--- src/design/swarq_pkg.sv ---
package swarq_pkg;

  localparam int MAX_WINDOW_DEF  = 32;
  localparam int END_REPEATS_DEF = 10;

  localparam int WIN_W = 6;
  localparam int NUM_W = 16;
  localparam int SEQ_W = 17;
  localparam int CFG_IDX_W = 2;

  localparam logic [1:0] ACT_START = 2'd0;
  localparam logic [1:0] ACT_ACK   = 2'd1;
  localparam logic [1:0] ACT_TICK  = 2'd2;

  localparam logic [CFG_IDX_W-1:0] CFG_WINDOW  = 2'd0;
  localparam logic [CFG_IDX_W-1:0] CFG_TOTAL   = 2'd1;
  localparam logic [CFG_IDX_W-1:0] CFG_TIMEOUT = 2'd2;

  localparam logic [WIN_W-1:0] WINDOW_RST  = 6'd1;
  localparam logic [NUM_W-1:0] TOTAL_RST   = 16'd1024;
  localparam logic [NUM_W-1:0] TIMEOUT_RST = 16'd1500;

  localparam logic [NUM_W-1:0]        CNT_MAX    = 16'hFFFF;
  localparam logic signed [SEQ_W-1:0] SEQ_END    = -17'sd1;

  typedef struct packed {
    logic [1:0]       action;
    logic [NUM_W-1:0] ack_number;
  } in_item_t;

  typedef struct packed {
    logic signed [SEQ_W-1:0] seq_number;
    logic                    is_retransmit;
    logic [NUM_W-1:0]        retransmit_count;
    logic                    session_done;
    logic                    last;
  } out_item_t;

  typedef enum logic [1:0] {
    CMD_START,
    CMD_ACK,
    CMD_TICK
  } cmd_kind_t;

  typedef struct packed {
    cmd_kind_t        kind;
    logic [NUM_W-1:0] ack;
  } cmd_t;

  typedef struct packed {
    logic [WIN_W-1:0] window_size;
    logic [NUM_W-1:0] total_messages;
    logic [NUM_W-1:0] timeout_ticks;
  } cfg_t;

endpackage

--- src/design/swarq_front.sv ---
module swarq_front (
  input  logic               in_valid,
  output logic               in_ready,
  input  swarq_pkg::in_item_t in_data,
  input  logic               q_ready,
  output logic               q_push,
  output swarq_pkg::cmd_t    q_cmd
);
  import swarq_pkg::*;

  logic known;

  always_comb begin
    known = 1'b1;
    q_cmd.ack = in_data.ack_number;
    q_cmd.kind = CMD_TICK;
    unique case (in_data.action)
      ACT_START: q_cmd.kind = CMD_START;
      ACT_ACK:   q_cmd.kind = CMD_ACK;
      ACT_TICK:  q_cmd.kind = CMD_TICK;
      default:   known = 1'b0;
    endcase
  end

  // drop unused action codes at the door
  assign in_ready = q_ready;
  assign q_push   = in_valid && q_ready && known;

endmodule

--- src/design/swarq_queue.sv ---
module swarq_queue (
  input  logic            clk,
  input  logic            rst_n,
  input  logic            push,
  input  swarq_pkg::cmd_t push_cmd,
  output logic            push_ready,
  input  logic            pop,
  output logic            pop_valid,
  output swarq_pkg::cmd_t pop_cmd
);
  import swarq_pkg::*;

  localparam int DEPTH = 2;
  localparam int PTR_W = $clog2(DEPTH);

  cmd_t              mem_r [DEPTH];
  logic [PTR_W-1:0]  wr_ptr_r, rd_ptr_r;
  logic [PTR_W:0]    count_r;

  assign push_ready = (count_r != (PTR_W+1)'(DEPTH));
  assign pop_valid  = (count_r != '0);
  assign pop_cmd    = mem_r[rd_ptr_r];

  always_ff @(posedge clk) begin
    if (!rst_n) begin
      wr_ptr_r <= '0;
      rd_ptr_r <= '0;
      count_r  <= '0;
    end else begin
      if (push && push_ready) begin
        wr_ptr_r <= wr_ptr_r + PTR_W'(1);
      end
      if (pop && pop_valid) begin
        rd_ptr_r <= rd_ptr_r + PTR_W'(1);
      end
      if ((push && push_ready) && !(pop && pop_valid)) begin
        count_r <= count_r + (PTR_W+1)'(1);
      end else if (!(push && push_ready) && (pop && pop_valid)) begin
        count_r <= count_r - (PTR_W+1)'(1);
      end
    end
  end

  always_ff @(posedge clk) begin
    if (push && push_ready) begin
      mem_r[wr_ptr_r] <= push_cmd;
    end
  end

endmodule

--- src/design/swarq_back.sv ---
module swarq_back #(
  parameter int MAX_WINDOW         = swarq_pkg::MAX_WINDOW_DEF,
  parameter int END_MARKER_REPEATS = swarq_pkg::END_REPEATS_DEF
) (
  input  logic                clk,
  input  logic                rst_n,
  input  swarq_pkg::cfg_t     cfg,
  input  logic                q_valid,
  input  swarq_pkg::cmd_t     q_cmd,
  output logic                q_pop,
  output logic                out_valid,
  input  logic                out_ready,
  output swarq_pkg::out_item_t out_data
);
  import swarq_pkg::*;

  localparam int IFW   = $clog2(MAX_WINDOW + 1);
  localparam int CNT_W = $clog2(END_MARKER_REPEATS + 1);

  typedef enum logic [1:0] {S_WAIT, S_FILL, S_END, S_RETX} state_t;
  typedef enum logic [1:0] {PH_IDLE, PH_RUN, PH_DONE} phase_t;

  state_t           state_r, state_nxt;
  phase_t           phase_r, phase_nxt;
  logic [NUM_W-1:0] base_r, base_nxt;
  logic [IFW-1:0]   inflight_r, inflight_nxt;
  logic [NUM_W-1:0] retry_r, retry_nxt;
  logic [NUM_W-1:0] timer_r, timer_nxt;
  logic [CNT_W-1:0] end_cnt_r, end_cnt_nxt;
  logic             out_valid_r, out_valid_nxt;
  out_item_t        out_data_r, out_data_nxt;

  logic [WIN_W-1:0] w_eff;
  logic [NUM_W-1:0] limit;
  logic [SEQ_W-1:0] sum_fly;
  logic [SEQ_W-1:0] tick_cnt;
  logic             emit_ok;
  logic             fill_last;
  logic             end_last;

  always_comb begin
    priority if (cfg.window_size == '0) begin
      w_eff = WIN_W'(1);
    end else if (cfg.window_size > WIN_W'(MAX_WINDOW)) begin
      w_eff = WIN_W'(MAX_WINDOW);
    end else begin
      w_eff = cfg.window_size;
    end
  end

  assign limit     = (cfg.timeout_ticks == '0) ? NUM_W'(1) : cfg.timeout_ticks;
  assign sum_fly   = {1'b0, base_r} + SEQ_W'(inflight_r);
  assign tick_cnt  = {1'b0, timer_r} + SEQ_W'(1);
  assign emit_ok   = !out_valid_r || out_ready;
  assign fill_last = (WIN_W'(inflight_r) + WIN_W'(1) >= w_eff) ||
                     (sum_fly + SEQ_W'(1) >= {1'b0, cfg.total_messages});
  assign end_last  = (end_cnt_r == CNT_W'(END_MARKER_REPEATS - 1));

  always_comb begin
    state_nxt     = state_r;
    phase_nxt     = phase_r;
    base_nxt      = base_r;
    inflight_nxt  = inflight_r;
    retry_nxt     = retry_r;
    timer_nxt     = timer_r;
    end_cnt_nxt   = end_cnt_r;
    out_valid_nxt = out_valid_r && !out_ready;
    out_data_nxt  = out_data_r;
    q_pop         = 1'b0;

    unique case (state_r)
      S_WAIT: begin
        if (q_valid) begin
          q_pop = 1'b1;
          unique case (q_cmd.kind)
            CMD_START: begin
              phase_nxt    = PH_RUN;
              base_nxt     = '0;
              inflight_nxt = '0;
              retry_nxt    = '0;
              timer_nxt    = '0;
              state_nxt    = S_FILL;
            end
            CMD_ACK: begin
              if (phase_r == PH_RUN && q_cmd.ack > base_r &&
                  {1'b0, q_cmd.ack} <= sum_fly) begin
                inflight_nxt = inflight_r - IFW'(q_cmd.ack - base_r);
                base_nxt     = q_cmd.ack;
                timer_nxt    = '0;
                state_nxt    = S_FILL;
              end
            end
            CMD_TICK: begin
              if (phase_r == PH_RUN) begin
                if (tick_cnt >= {1'b0, limit}) begin
                  timer_nxt = '0;
                  if (retry_r != CNT_MAX) begin
                    retry_nxt = retry_r + NUM_W'(1);
                  end
                  state_nxt = S_RETX;
                end else begin
                  timer_nxt = tick_cnt[NUM_W-1:0];
                end
              end
            end
            default: ;
          endcase
        end
      end
      S_FILL: begin
        priority if (base_r >= cfg.total_messages) begin
          phase_nxt    = PH_DONE;
          inflight_nxt = '0;
          end_cnt_nxt  = '0;
          state_nxt    = S_END;
        end else if (WIN_W'(inflight_r) < w_eff &&
                     sum_fly < {1'b0, cfg.total_messages}) begin
          if (emit_ok) begin
            out_valid_nxt                 = 1'b1;
            out_data_nxt.seq_number       = sum_fly;
            out_data_nxt.is_retransmit    = 1'b0;
            out_data_nxt.retransmit_count = retry_r;
            out_data_nxt.session_done     = 1'b0;
            out_data_nxt.last             = fill_last;
            inflight_nxt                  = inflight_r + IFW'(1);
            if (fill_last) begin
              state_nxt = S_WAIT;
            end
          end
        end else begin
          state_nxt = S_WAIT;
        end
      end
      S_END: begin
        if (emit_ok) begin
          out_valid_nxt                 = 1'b1;
          out_data_nxt.seq_number       = SEQ_END;
          out_data_nxt.is_retransmit    = 1'b0;
          out_data_nxt.retransmit_count = retry_r;
          out_data_nxt.session_done     = 1'b1;
          out_data_nxt.last             = end_last;
          end_cnt_nxt                   = end_cnt_r + CNT_W'(1);
          if (end_last) begin
            state_nxt = S_WAIT;
          end
        end
      end
      S_RETX: begin
        if (emit_ok) begin
          out_valid_nxt                 = 1'b1;
          out_data_nxt.seq_number       = {1'b0, base_r};
          out_data_nxt.is_retransmit    = 1'b1;
          out_data_nxt.retransmit_count = retry_r;
          out_data_nxt.session_done     = 1'b0;
          out_data_nxt.last             = 1'b1;
          state_nxt                     = S_WAIT;
        end
      end
      default: state_nxt = S_WAIT;
    endcase
  end

  always_ff @(posedge clk) begin
    if (!rst_n) begin
      state_r     <= S_WAIT;
      phase_r     <= PH_IDLE;
      base_r      <= '0;
      inflight_r  <= '0;
      retry_r     <= '0;
      timer_r     <= '0;
      end_cnt_r   <= '0;
      out_valid_r <= 1'b0;
    end else begin
      state_r     <= state_nxt;
      phase_r     <= phase_nxt;
      base_r      <= base_nxt;
      inflight_r  <= inflight_nxt;
      retry_r     <= retry_nxt;
      timer_r     <= timer_nxt;
      end_cnt_r   <= end_cnt_nxt;
      out_valid_r <= out_valid_nxt;
    end
    out_data_r <= out_data_nxt;
  end

  assign out_valid = out_valid_r;
  assign out_data  = out_data_r;

endmodule

--- src/design/sliding_window_arq_sender.sv ---
// Sliding-window ARQ sender with cumulative acks.
// Input channel (in_valid/in_ready/in_data): start, ack or tick beats. Beats
// with an unused action code are accepted and dropped.
// Result channel (out_valid/out_ready/out_data): one send per beat, with last
// set on the final result caused by an input beat.
// Config port (cfg_we/cfg_index/cfg_data): window size, message total and
// timeout; write only while no work is pending.
// Accepted beats go into a two-entry command queue; the executor pops one
// command per cycle when waiting. A beat's first result is registered after
// the queue entry and the executor's state register (for end markers also
// the end state), then one result per cycle while the receiver is ready: a
// refill emits up to the window size, a timeout one resend, a finished
// session the end markers. The output register holds one result. Ticks short
// of a timeout and ignored acks stay in the waiting state; an advancing ack
// that sends nothing passes the fill state and returns to waiting.
// The queue keeps accepting while the receiver stalls out_ready, until full;
// the executor holds the pending result and waits.
// Reset idles the session and loads the default config registers.
module sliding_window_arq_sender #(
  parameter int MAX_WINDOW         = swarq_pkg::MAX_WINDOW_DEF,
  parameter int END_MARKER_REPEATS = swarq_pkg::END_REPEATS_DEF
) (
  input  logic                                 clk,
  input  logic                                 rst_n,
  input  logic                                 in_valid,
  output logic                                 in_ready,
  input  swarq_pkg::in_item_t                  in_data,
  output logic                                 out_valid,
  input  logic                                 out_ready,
  output swarq_pkg::out_item_t                 out_data,
  input  logic                                 cfg_we,
  input  logic [swarq_pkg::CFG_IDX_W-1:0]      cfg_index,
  input  logic [swarq_pkg::NUM_W-1:0]          cfg_data
);
  import swarq_pkg::*;

  cfg_t cfg_r;
  logic q_ready, q_push, q_pop, q_valid;
  cmd_t push_cmd, pop_cmd;

  always_ff @(posedge clk) begin
    if (!rst_n) begin
      cfg_r.window_size    <= WINDOW_RST;
      cfg_r.total_messages <= TOTAL_RST;
      cfg_r.timeout_ticks  <= TIMEOUT_RST;
    end else if (cfg_we) begin
      unique case (cfg_index)
        CFG_WINDOW:  cfg_r.window_size    <= cfg_data[WIN_W-1:0];
        CFG_TOTAL:   cfg_r.total_messages <= cfg_data;
        CFG_TIMEOUT: cfg_r.timeout_ticks  <= cfg_data;
        default: ;
      endcase
    end
  end

  swarq_front u_front (
    .in_valid (in_valid),
    .in_ready (in_ready),
    .in_data  (in_data),
    .q_ready  (q_ready),
    .q_push   (q_push),
    .q_cmd    (push_cmd)
  );

  swarq_queue u_queue (
    .clk        (clk),
    .rst_n      (rst_n),
    .push       (q_push),
    .push_cmd   (push_cmd),
    .push_ready (q_ready),
    .pop        (q_pop),
    .pop_valid  (q_valid),
    .pop_cmd    (pop_cmd)
  );

  swarq_back #(
    .MAX_WINDOW         (MAX_WINDOW),
    .END_MARKER_REPEATS (END_MARKER_REPEATS)
  ) u_back (
    .clk       (clk),
    .rst_n     (rst_n),
    .cfg       (cfg_r),
    .q_valid   (q_valid),
    .q_cmd     (pop_cmd),
    .q_pop     (q_pop),
    .out_valid (out_valid),
    .out_ready (out_ready),
    .out_data  (out_data)
  );

endmodule

--- config.mk ---
export PLATFORM = sky130hd
export DESIGN_NAME = sliding_window_arq_sender
export DESIGN_NICKNAME = d
export VERILOG_FILES = /design/src/design/swarq_pkg.sv /design/src/design/swarq_front.sv /design/src/design/swarq_queue.sv /design/src/design/swarq_back.sv /design/src/design/sliding_window_arq_sender.sv
export SDC_FILE = /design/constraint.sdc
export NUM_CORES = 1
export LEC_CHECK = 0
export ABC_AREA = 1
export BUFFER_PORTS_ARGS = -buffer_cell sky130_fd_sc_hd__buf_2
export CORE_AREA = 2 2 162 164
export CTS_BUF_LIST = sky130_fd_sc_hd__clkbuf_8 sky130_fd_sc_hd__clkbuf_16
export CTS_CLUSTER_DIAMETER = 200
export DETAILED_ROUTE_END_ITERATION = 10
export DIE_AREA = 0 0 164 166
export SLEW_MARGIN = 40
export SYNTH_ARGS = -nofsm -noshare
export SYNTH_HDL_FRONTEND = slang
export SYNTH_SLANG_ARGS = --single-unit
--- constraint.sdc ---
create_clock -name clk -period 5.5 [get_ports clk]
set_input_delay 0 -clock clk [delete_from_list [all_inputs] [get_ports clk]]
set_output_delay 0 -clock clk [all_outputs]
set_load 0.05 [all_outputs]
==> reports/results.tsv, run 1 <==
metric	value	unit
pin_count	79	
fin_ws	1.14	ns
cp_data_required_time	5.81	ns
clk_latency	0.45	ns
num_rows	59	
worst_setup_path_start_kind	flop	
clk_pin_slew	0.08	ns
syn2layout_area_growth	16.5	%
cts_resized	0	
place_ws	1.17	ns
maxCapViolCount	0	
routedWlPerCell	15.4	um
clkSinkCount	178	
slowest_stage	dfxtp_1	
finalCriticalPeriod	4.36	ns
nets	1731	
synth_top_cells_by_count	276 x nand2_1, 204 x inv_1, 137 x nor2_1	
cpPeakStageDelay	0.46	ns
yosys_most_used_dff	dfxtp_1	
grt_pass1_wl	46700	um
skew	0.0209	ns
timing.final.crit_share	79.3	%
coreArea	25600	um^2
place.port_buffers	78	
wirelength	29400	um
cp_top_family	simple AND/OR/NAND/NOR gates	
synthCells	1438	
via_per_inst	5.15	
netlist_area	11400	um^2
grt_setup_unrepaired	false	
final_max_slew_viol_count	0	
path_class	flop to flop	
die_y	166	um
max_slew_margin	42.6	%
synth_adder_area_share	15.0	%
antenna_cells	0	
setup_viol_count_final	0	
status	finished clean	
crit_fanout	24	
synth_nets	1612	
power	6.14	mW
synth_top_cell_by_area	edfxtp_1	
vdd_drop_max	0.000203	V
finalHoldViolations	0	
place_hpwl	22200	um
critPathBufInv	0	
grt_max_degree	54	
drive_gt1_share	9.87	%
yosysWarnings	0	
grt_pass1_vias	9155	
dieArea	27200	um^2
numCtsBuffers	17	
synth_simple_gate_area_share	21.9	%
max_freq	229	MHz
synth_xor_xnor_area_share	3.47	%
synth_area_per_cell	7.90	um^2
dr.pass1.iters	7	
leakage	5.97	nW
crit_path_end_kind	flop	
netlist.area_leader.share	19.0	%
synth_compound_area_share	12.2	%
seq_area_frac_synth	37.7	%
setup_tns	0	ns
synth.area.top_cells	edfxtp_1 19%, dfxtp_1 19%, ha_1 14%	
clockRootBuffer	clkbuf_16	
dr_total_vias	9812	
synth_top_family_by_area	simple AND/OR/NAND/NOR gates	
antenna_found_initial	0	
worst_pin_slew	0.860	ns
cp.arrival	4.68	ns
fp.dieW	164	um
holdWs	0.0139	ns
route.detailed.drc	0	
synth-edff-count	72	
cts_tree	built	
async_reset_ff_share	0	%
ys_ff_latch	178	
clock_path_buffers	2	
cpMostUsedCell	nand2_1	
min_path_type	input pin to flop	
grt_usage	21.7	%
crit_chain	ha_1, a21oi_1, nand2_1, nand2_1, nand2_1, nand2_1, xor2_1, ha_1, nand2_1, nor2_1, a211oi_1, nor2_1, nor2_1, nand3_1, nand2_1, nand2_1, a21oi_4, nand2_2, o21ai_1, nor2_1	
yosysMostFrequentCell	nand2_1	
p_per_area	464	nW/um^2
synthMuxAreaShare	1.49	%
start_util	44.3	%
yosysUniqueCellTypes	48	
drt_iter0_drc	631	
grt-ovfl-total	0	
h-tree-depth	4	
ant_nets	0	
globalplace.congestion	0.897	
[where the power goes]
| part | leakage, nW | switching (mW) | internal (mW) |
|---|---|---|---|
| clock | 0.304 | 0.644 | 0.634 |
| sequential | 1.54 | 0.158 | 1.67 |
| combinational | 4.13 | 2.03 | 0.996 |
| total | 5.97 | 2.84 | 3.30 |
[cell families (layout without fill, tap and decap cells)]
logic type	Yosys count	in the layout
buffers and inverters	242	374
AO/OA/AOI/OAI	247	247
adder cells (fa/ha/maj)	133	133
flip-flops	178	178
AND/OR/NAND/NOR	578	578
multiplexers	15	15
XOR/XNOR	45	45
[flip-flops by register name (all words and copies together) (netlist names), 2 cells and up, named ones only]
name               cells
u_back.inflight_r      6
u_back.out_data       36
u_back.phase_r         2
u_back.base_r         16
u_back.retry_r        16
u_queue.count_r        2
cfg_r                 38
u_back.timer_r        16
u_back.end_cnt_r       4
u_queue.mem_r         36
u_back.state_r         2
[timing repair]
action / 4_1_cts / 5_1_grt
hold buffers: 48 / 0
hold endpoints to repair: 74 / 0
buffers inserted: 0 / 0
[area by class of cell]
class,instances,area (um^2)
fillers,2463,12400
multi-input cells,1018,6160
flip-flops and latches,178,4280
repair buffers,133,938
inverters,209,787
clock buffers,17,425
well taps,335,419
clock inverters,15,209
[metrics by stage]
stage / cells / util, % / area (um^2)
floorplan: 1438 / - / 11400
global route: 1905 / 51.6 / 13200
finish: 1905 / 51.6 / 13200
global placement: 1825 / 47.2 / 12100
CTS: 1905 / 51.6 / 13200
detailed placement: 1825 / 47.3 / 12100
[layer usage]
metal / track usage, % / vias to the layer above / share of wire (%)
met5: 0 / - / 0
met3: 2.82 / 31 / 3.8
met2: 36.2 / 229 / 48
met1: 29.7 / 4501 / 47
met4: 5.26 / 0 / 1.3
li1: - / 5051 / -
[worst register-to-register path: stages, from the launching register on]
cell,delay (ns)
dfxtp_1,0.46
ha_1,0.31
a21oi_1,0.21
nand2_1,0.12
nand2_1,0.09
nand2_1,0.18
nand2_1,0.15
xor2_1,0.42
ha_1,0.33
nand2_1,0.06
nor2_1,0.04
a211oi_1,0.18
nor2_1,0.08
nor2_1,0.15
nand3_1,0.09
nand2_1,0.08
nand2_1,0.16
a21oi_4,0.42
nand2_2,0.39
o21ai_1,0.26
nor2_1,0.05
[final timing paths]
path                                      startpoint                 to  slack, ns  cells past startpoint
worst max-delay path            u_back.inflight_r[2]  u_back.timer_r[3]       1.14                     20
worst min-delay path                    cfg_index[0]          cfg_r[26]       0.01                      5
worst max register to register  u_back.inflight_r[2]  u_back.timer_r[3]       1.14                     20
worst min register to register     u_back.phase_r[1]  u_back.phase_r[1]       0.45                      2
[cells in the final DEF (no fill, tap or decap), types with 62 or more instances in the layout]
master      n
a21oi_1   118
nand2_1   276
o21ai_0    62
edfxtp_1   72
buf_2      77
inv_1     204
ha_1      127
nor2_1    136
nand3_1    79
dfxtp_1   106
Power figures use the tool's default switching activity.
==> run 2: changes to the inputs <==
--- a/config.mk
+++ b/config.mk
@@ -5,13 +5,13 @@
 export SDC_FILE = /design/constraint.sdc
 export NUM_CORES = 1
 export LEC_CHECK = 0
-export ABC_AREA = 1
+export ABC_AREA = 0
 export BUFFER_PORTS_ARGS = -buffer_cell sky130_fd_sc_hd__buf_2
-export CORE_AREA = 2 2 162 164
+export CORE_AREA = 2 2 161 163
 export CTS_BUF_LIST = sky130_fd_sc_hd__clkbuf_8 sky130_fd_sc_hd__clkbuf_16
 export CTS_CLUSTER_DIAMETER = 200
 export DETAILED_ROUTE_END_ITERATION = 10
-export DIE_AREA = 0 0 164 166
+export DIE_AREA = 0 0 163 165
 export SLEW_MARGIN = 40
 export SYNTH_ARGS = -nofsm -noshare
 export SYNTH_HDL_FRONTEND = slang
==> constraint.sdc (replaced) <==
create_clock -name clk -period 4.3 [get_ports clk]
set_input_delay 0 -clock clk [delete_from_list [all_inputs] [get_ports clk]]
set_output_delay 0 -clock clk [all_outputs]
set_load 0.05 [all_outputs]
==> reports/results.tsv, run 2 <==
metric	value	unit	change
grt_pass1_vias	9327		+1.9%
fp.dieW	163	um	-0.61%
skew	0.0206	ns	-0.000296 ns
netlist_area	11200	um^2	-1.2%
synth-edff-count	72		unchanged
max_freq	242	MHz	+5.5%
holdWs	0.0283	ns	+0.0144 ns
dr_total_vias	9710		-1.0%
final_max_slew_viol_count	0		unchanged
globalplace.congestion	0.987		+10%
grt-ovfl-total	0		unchanged
clockRootBuffer	clkbuf_16		
fin_util	54.6	%	+2.9 points
place.port_buffers	78		unchanged
min_from	cfg_index[1]		
clkSinkCount	178		unchanged
grtUsageMet1	29.8	%	+0.041 points
leakage	5.59	nW	-6.3%
pin_count	79		unchanged
p_int	4.04	mW	+22%
via_per_inst	5.56		+8.0%
routedWlPerCell	17.8	um	+16%
ant_nets	0		unchanged
dieArea	26900	um^2	-1.2%
place_hpwl	23800	um	+7.6%
cp.arrival	4.50	ns	-0.18 ns
status	finished clean		
top_register	cfg_r		
netSwitchingPower	3.02	mW	+6.4%
wirelength	31100	um	+5.9%
seq_area_frac_synth	38.2	%	+0.46 points
antenna_found_initial	1		+1
yosys_most_used_dff	dfxtp_1		
netlist.area_leader.share	19.3	%	+0.23 points
clock_path_buffers	2		unchanged
coreArea	25000	um^2	-2.3%
setup_viol_count_final	0		unchanged
route.detailed.drc	0		unchanged
num_rows	58		-1.7%
synth_nets	1408		-13%
hold_path_depth	4		-1
min_path_type	input pin to flop		
yosysUniqueCellTypes	78		+63%
clk_latency	0.45	ns	about the same
nets	1575		-9.0%
async_reset_ff_share	0	%	unchanged
timing.final.crit_share	96.1	%	+17 points
vdd_drop_max	0.000327	V	+61%
h-tree-depth	4		unchanged
crit_fanout	7		-71%
yosysMostFrequentCell	ha_1		
final_common_cell	ha_1		
r2r_cells	18		-10%
largest_reg_flops	38		unchanged
swShare	42.8	%	-3.4 points
synth_top_cells_by_count	127 x ha_1, 120 x nand2_1, 107 x nor2_1		
reg2reg_from	u_back.base_r[2]		
synthCells	1234		-14%
seqPwrFrac	31.8	%	+2.0 points
cp_data_required_time	4.67	ns	-1.14 ns
synth.area.top_cells	edfxtp_1 19%, dfxtp_1 19%, ha_1 14%		
gr-usage-met2	41.3	%	+5.1 points
top_usage_layer	met2		
dr.pass1.iters	5		-2
grt_pass1_wl	49100	um	+5.1%
crit_path_end_kind	flop		
max_slew_margin	46.3	%	+3.8 points
die_y	165	um	-0.60%
maxCapViolCount	0		unchanged
synth_top_cell_by_area	edfxtp_1		
clockPowerShare	22.4	%	+1.6 points
r2r-end	u_back.timer_r[13]		
worst_pin_slew	0.805	ns	-0.0554 ns
pwr-share-comb	45.8	%	-3.5 points
grt_usage	23.6	%	+2.0 points
final_cell_mix	122 x ha_1, 119 x nand2_1, 107 x nor2_1		
whs_endpoint	cfg_r[33]		
start_util	44.8	%	+0.48 points
p_per_area	517	nW/um^2	+11%
met3_usage	3.57	%	+0.74 points
cts_tree	built		
path_class	flop to flop		
r2r_setup_slack	0.17	ns	-0.97 ns
synth_area_per_cell	9.09	um^2	+15%
drive_gt1_share	18.2	%	+8.4 points
yosysWarnings	0		unchanged
worst_setup_path_start_kind	flop		
finalCriticalPeriod	4.13	ns	-0.228 ns
finalHoldViolations	0		unchanged
ys_ff_latch	178		unchanged
drt_iter0_drc	530		-16%
numCtsBuffers	17		unchanged
clk_pin_slew	0.08	ns	about the same
grt_max_degree	49		-9.3%
syn2layout_area_growth	21.8	%	
[run 2: cell types whose count changed after synthesis, sizes merged, moves of 9 or more]
cell / previous run / this run
nor2: 141 / 107
inv: 208 / 102
nand2: 280 / 120
a21oi: 120 / 82
nor3: 22 / 33
nor4: 8 / 17
and3: 1 / 11
xor2: 37 / 28
nand3: 79 / 34
xnor2: 8 / 46
or3: 0 / 9
o21ai: 73 / 58
a21o: 5 / 17
[run 2: final cells by class]
class,count,area [um^2]
sequential,178,4290
tap,330,413
fill,2304,11400
timing repair buffer,189,1340
clock buffer,18,439
multi-input combinational,913,6630
clock inverter,14,163
antenna,1,2.50
inverter,102,385
[run 2: cell families (layout without fill, tap and decap cells)]
group	after synthesis	in the layout	share of synthesized area [%]
simple gates	413	413	17.9
fa+ha+maj	133	133	15.2
compound gates	269	269	15.5
other cells	0	1	0
flops	178	178	38.2
xor+xnor	74	74	5.84
mux	24	24	2.32
buf+inv	143	323	5.00
[run 2: stage by stage]
stage | instances | total power, mW | area, um^2 | setup TNS (ns) | worst slack [ns]
2_1_floorplan | 1234 | 4.42 | 11300 | 0 | 0.0240
3_3_place_gp | 1671 | 5.36 | 12500 | -0.653 | -0.147
3_5_place_dp | 1671 | 5.39 | 12500 | -2.14 | -0.240
4_1_cts | 1740 | 7.01 | 13500 | 0 | 0.00642
5_1_grt | 1745 | 7.51 | 13700 | -0.398 | -0.0464
6_report | 1745 | 7.06 | 13700 | 0 | 0.166
[run 2: how the worst max path moves through the flow]
stage          cells past startpoint                  to  slack, ns                  from
2_1_floorplan                     14  u_back.out_data[0]       0.02  u_back.inflight_r[5]
3_5_place_dp                      16   u_back.state_r[1]      -0.24  u_back.inflight_r[4]
4_1_cts                           17  u_back.out_data[0]      0.006  u_back.inflight_r[0]
3_3_place_gp                      18   u_back.state_r[1]      -0.15      u_back.base_r[0]
5_1_grt                           20   u_back.timer_r[7]      -0.05      u_back.base_r[0]
6_report                          18  u_back.timer_r[13]       0.17      u_back.base_r[2]
[run 2: layer usage]
metal / wire length [um] / share of wire, %
met1: 13800 / 44
met2: 15100 / 49
met3: 1370 / 4.4
met4: 803 / 2.6
met5: 0 / 0
[run 2: timing repair]
item | in CTS | in global routing
setup buffers | 0 | 4
setup endpoints to repair | 40 | 75
pin swaps | 1 | 18
resized for setup | 7 | 28
hold endpoints to repair | 75 | 0
hold buffers | 37 | 0
[run 2: worst max-delay path: stages (launching register included)]
cell       delay [ns]
dfxtp_1          0.32
ha_2             0.39
o211a_4          0.20
a21o_1           0.16
a21oi_2          0.11
or4_4            0.51
xnor2_2          0.22
inv_1            0.10
ha_1             0.21
or2_2            0.31
a2111oi_4        0.35
buf_4            0.18
o211ai_1         0.08
buf_4            0.20
buf_4            0.14
nor3_2           0.18
buf_4            0.19
nand3b_1         0.08
a21oi_1          0.14
[run 2: power by group through the flow]
stage	clock, mW	sequential [mW]	combinational, mW
2_1_floorplan	0	2.78	1.64
3_3_place_gp	0	2.28	3.08
3_5_place_dp	0	2.28	3.11
4_1_cts	1.60	2.25	3.17
5_1_grt	1.68	2.27	3.56
6_report	1.58	2.25	3.24
==> run 3: changes to the inputs <==
--- a/config.mk
+++ b/config.mk
@@ -7,11 +7,10 @@
 export LEC_CHECK = 0
 export ABC_AREA = 0
 export BUFFER_PORTS_ARGS = -buffer_cell sky130_fd_sc_hd__buf_2
-export CORE_AREA = 2 2 161 163
-export CTS_BUF_LIST = sky130_fd_sc_hd__clkbuf_8 sky130_fd_sc_hd__clkbuf_16
+export CORE_AREA = 2 2 145 182
 export CTS_CLUSTER_DIAMETER = 200
 export DETAILED_ROUTE_END_ITERATION = 10
-export DIE_AREA = 0 0 163 165
+export DIE_AREA = 0 0 147 184
 export SLEW_MARGIN = 40
 export SYNTH_ARGS = -nofsm -noshare
 export SYNTH_HDL_FRONTEND = slang
==> reports/results.tsv, run 3 (synthesis results as in run 2) <==
metric	value	unit	change
die_y	184	um	+12%
start_util	44.5	%	-0.31 points
status	finished clean		
place_hpwl	24700	um	+3.7%
finalCriticalPeriod	4.18	ns	+0.0442 ns
worst_pin_slew	0.897	ns	+0.0921 ns
coreArea	25200	um^2	+0.70%
largest_reg_flops	38		unchanged
drive_gt1_share	20.1	%	+1.9 points
final_cell_mix	121 x ha_1, 119 x nand2_1, 106 x nor2_1		
reg2reg_from	u_back.inflight_r[0]		
num_rows	65		+12%
numCtsBuffers	17		unchanged
maxCapViolCount	0		unchanged
final-seq-area	4290	um^2	about the same
clk_pin_slew	0.08	ns	about the same
final_common_cell	ha_1		
via_per_inst	5.55		-0.33%
wirelength	32300	um	+3.8%
topRoutingLayerUsed	met4		
dieArea	27000	um^2	+0.57%
finalHoldViolations	0		unchanged
setup_viol_count_final	0		unchanged
max_slew_margin	39.6	%	-6.8 points
globalplace.congestion	0.950		-3.7%
cp.arrival	4.37	ns	-0.13 ns
p_per_area	511	nW/um^2	-1.0%
dr_total_vias	9789		+0.81%
cp_data_required_time	4.49	ns	-0.18 ns
power	7.10	mW	+0.62%
vdd_drop_max	0.000390	V	+19%
dr.pass1.iters	5		unchanged
antenna_cells	0		-1
whs_endpoint	u_queue.wr_ptr_r		
skew	0.0138	ns	-0.00679 ns
ant_nets	0		unchanged
grt_max_degree	46		-6.1%
clock_path_buffers	2		unchanged
nets	1591		+1.0%
r2r-end	u_back.out_data[0]		
min_from	in_valid		
crit_path_end_kind	flop		
grt_pass1_wl	51400	um	+4.6%
met1_length	13700	um	-0.54%
min_path_type	input pin to flop		
routedWlPerCell	18.3	um	+2.6%
cts_tree	built		
clk_latency	0.46	ns	about the same
worst_setup_path_start_kind	flop		
max_freq	239	MHz	-1.1%
fp.dieW	147	um	-9.8%
timing.final.crit_share	97.2	%	+1.0 points
path_class	flop to flop		
clkSinkCount	178		unchanged
leakage	5.74	nW	+2.7%
syn2layout_area_growth	23.8	%	
multiInputGateArea	6710	um^2	+1.2%
crit_fanout	6		-1
hold_path_depth	4		unchanged
grt_pass1_vias	9697		+4.0%
route.detailed.drc	0		unchanged
holdWs	0.0238	ns	-0.00450 ns
h-tree-depth	4		unchanged
top_register	cfg_r		
r2r_setup_slack	0.12	ns	-0.04 ns
grt-ovfl-total	0		unchanged
met2WireLength	16300	um	+7.7%
r2r_cells	20		+2
met3WireLength	1100	um	-20%
pin_count	79		unchanged
grt_usage	24.3	%	+0.64 points
final_max_slew_viol_count	0		unchanged
place.port_buffers	78		unchanged
clockRootBuffer	clkbuf_16		
fillers	2355		+2.2%
drt_iter0_drc	579		+9.2%
antenna_found_initial	0		-1
run 3: critical path: stages, from the launching register on:
cell and delay [ns]:
dfxtp_4 0.35, ha_4 0.16, fa_2 0.43, a21oi_4 0.17
o221a_4 0.25, nor2_2 0.07, xnor2_2 0.17, buf_4 0.15
nand2_2 0.06, nor4_4 0.31, buf_4 0.17, nand4_1 0.14
xnor2_2 0.25, ha_1 0.28, buf_4 0.14, nand3_1 0.08
nor2_1 0.06, a21oi_2 0.14, nand4b_1 0.18, o21ba_4 0.28
a21oi_2 0.06
run 3: power by group:
group          total, mW  internal, mW  switching [mW]
combinational       3.32          1.19            2.13
sequential          2.24          2.10           0.140
clock               1.54         0.819           0.724
run 3: metal layers:
| layer | track usage, % | vias up |
|---|---|---|
| met2 | 44.2 | 237 |
| li1 | - | 4808 |
| met1 | 28.8 | 4671 |
| met3 | 3.28 | 73 |
| met4 | 9.88 | 0 |
| met5 | 0 | - |
run 3: timing repair:
| item | 4_1_cts | 5_1_grt |
|---|---|---|
| buffers inserted | 0 | 10 |
| setup endpoints to repair | 19 | 58 |
| gates resized for setup | 11 | 49 |
| hold buffers | 37 | 0 |
| pin swaps | 2 | 32 |
| endpoints found under the hold margin | 75 | 0 |
run 3: final cells by class:
cell class / instances / area share, %
clock buffer: 21 / 3.47
clock inverter: 11 / 0.658
inverter: 102 / 2.77
multi-input combinational: 913 / 48.3
sequential: 178 / 30.9
tap: 335 / 3.02
timing repair buffer: 205 / 10.9
run 3: per-stage QoR:
step | util, % | TNS (ns) | worst slack [ns] | cells | instance area (um^2)
6_report | 55.1 | 0 | 0.122 | 1765 | 13900
5_1_grt | 55.1 | -0.212 | -0.0353 | 1765 | 13900
4_1_cts | 53.9 | 0 | 0.00274 | 1756 | 13600
3_5_place_dp | 50.0 | -0.947 | -0.247 | 1687 | 12600
3_3_place_gp | 49.9 | -0.421 | -0.177 | 1687 | 12600
2_1_floorplan | - | 0 | 0.0240 | 1234 | 11300
run 3: worst max-delay path by stage:
stage	start	slack (ns)	depth (start not counted)	end
final	u_back.inflight_r[0]	0.12	20	u_back.out_data[0]
after CTS	u_back.inflight_r[0]	0.003	20	u_back.state_r[1]
after global routing	u_back.base_r[4]	-0.04	19	u_back.inflight_r[0]
after global placement	u_back.inflight_r[4]	-0.18	18	u_back.out_data[0]
after floorplan	u_back.inflight_r[5]	0.02	14	u_back.out_data[0]
after detailed placement	u_back.inflight_r[4]	-0.25	18	u_back.out_data[0]
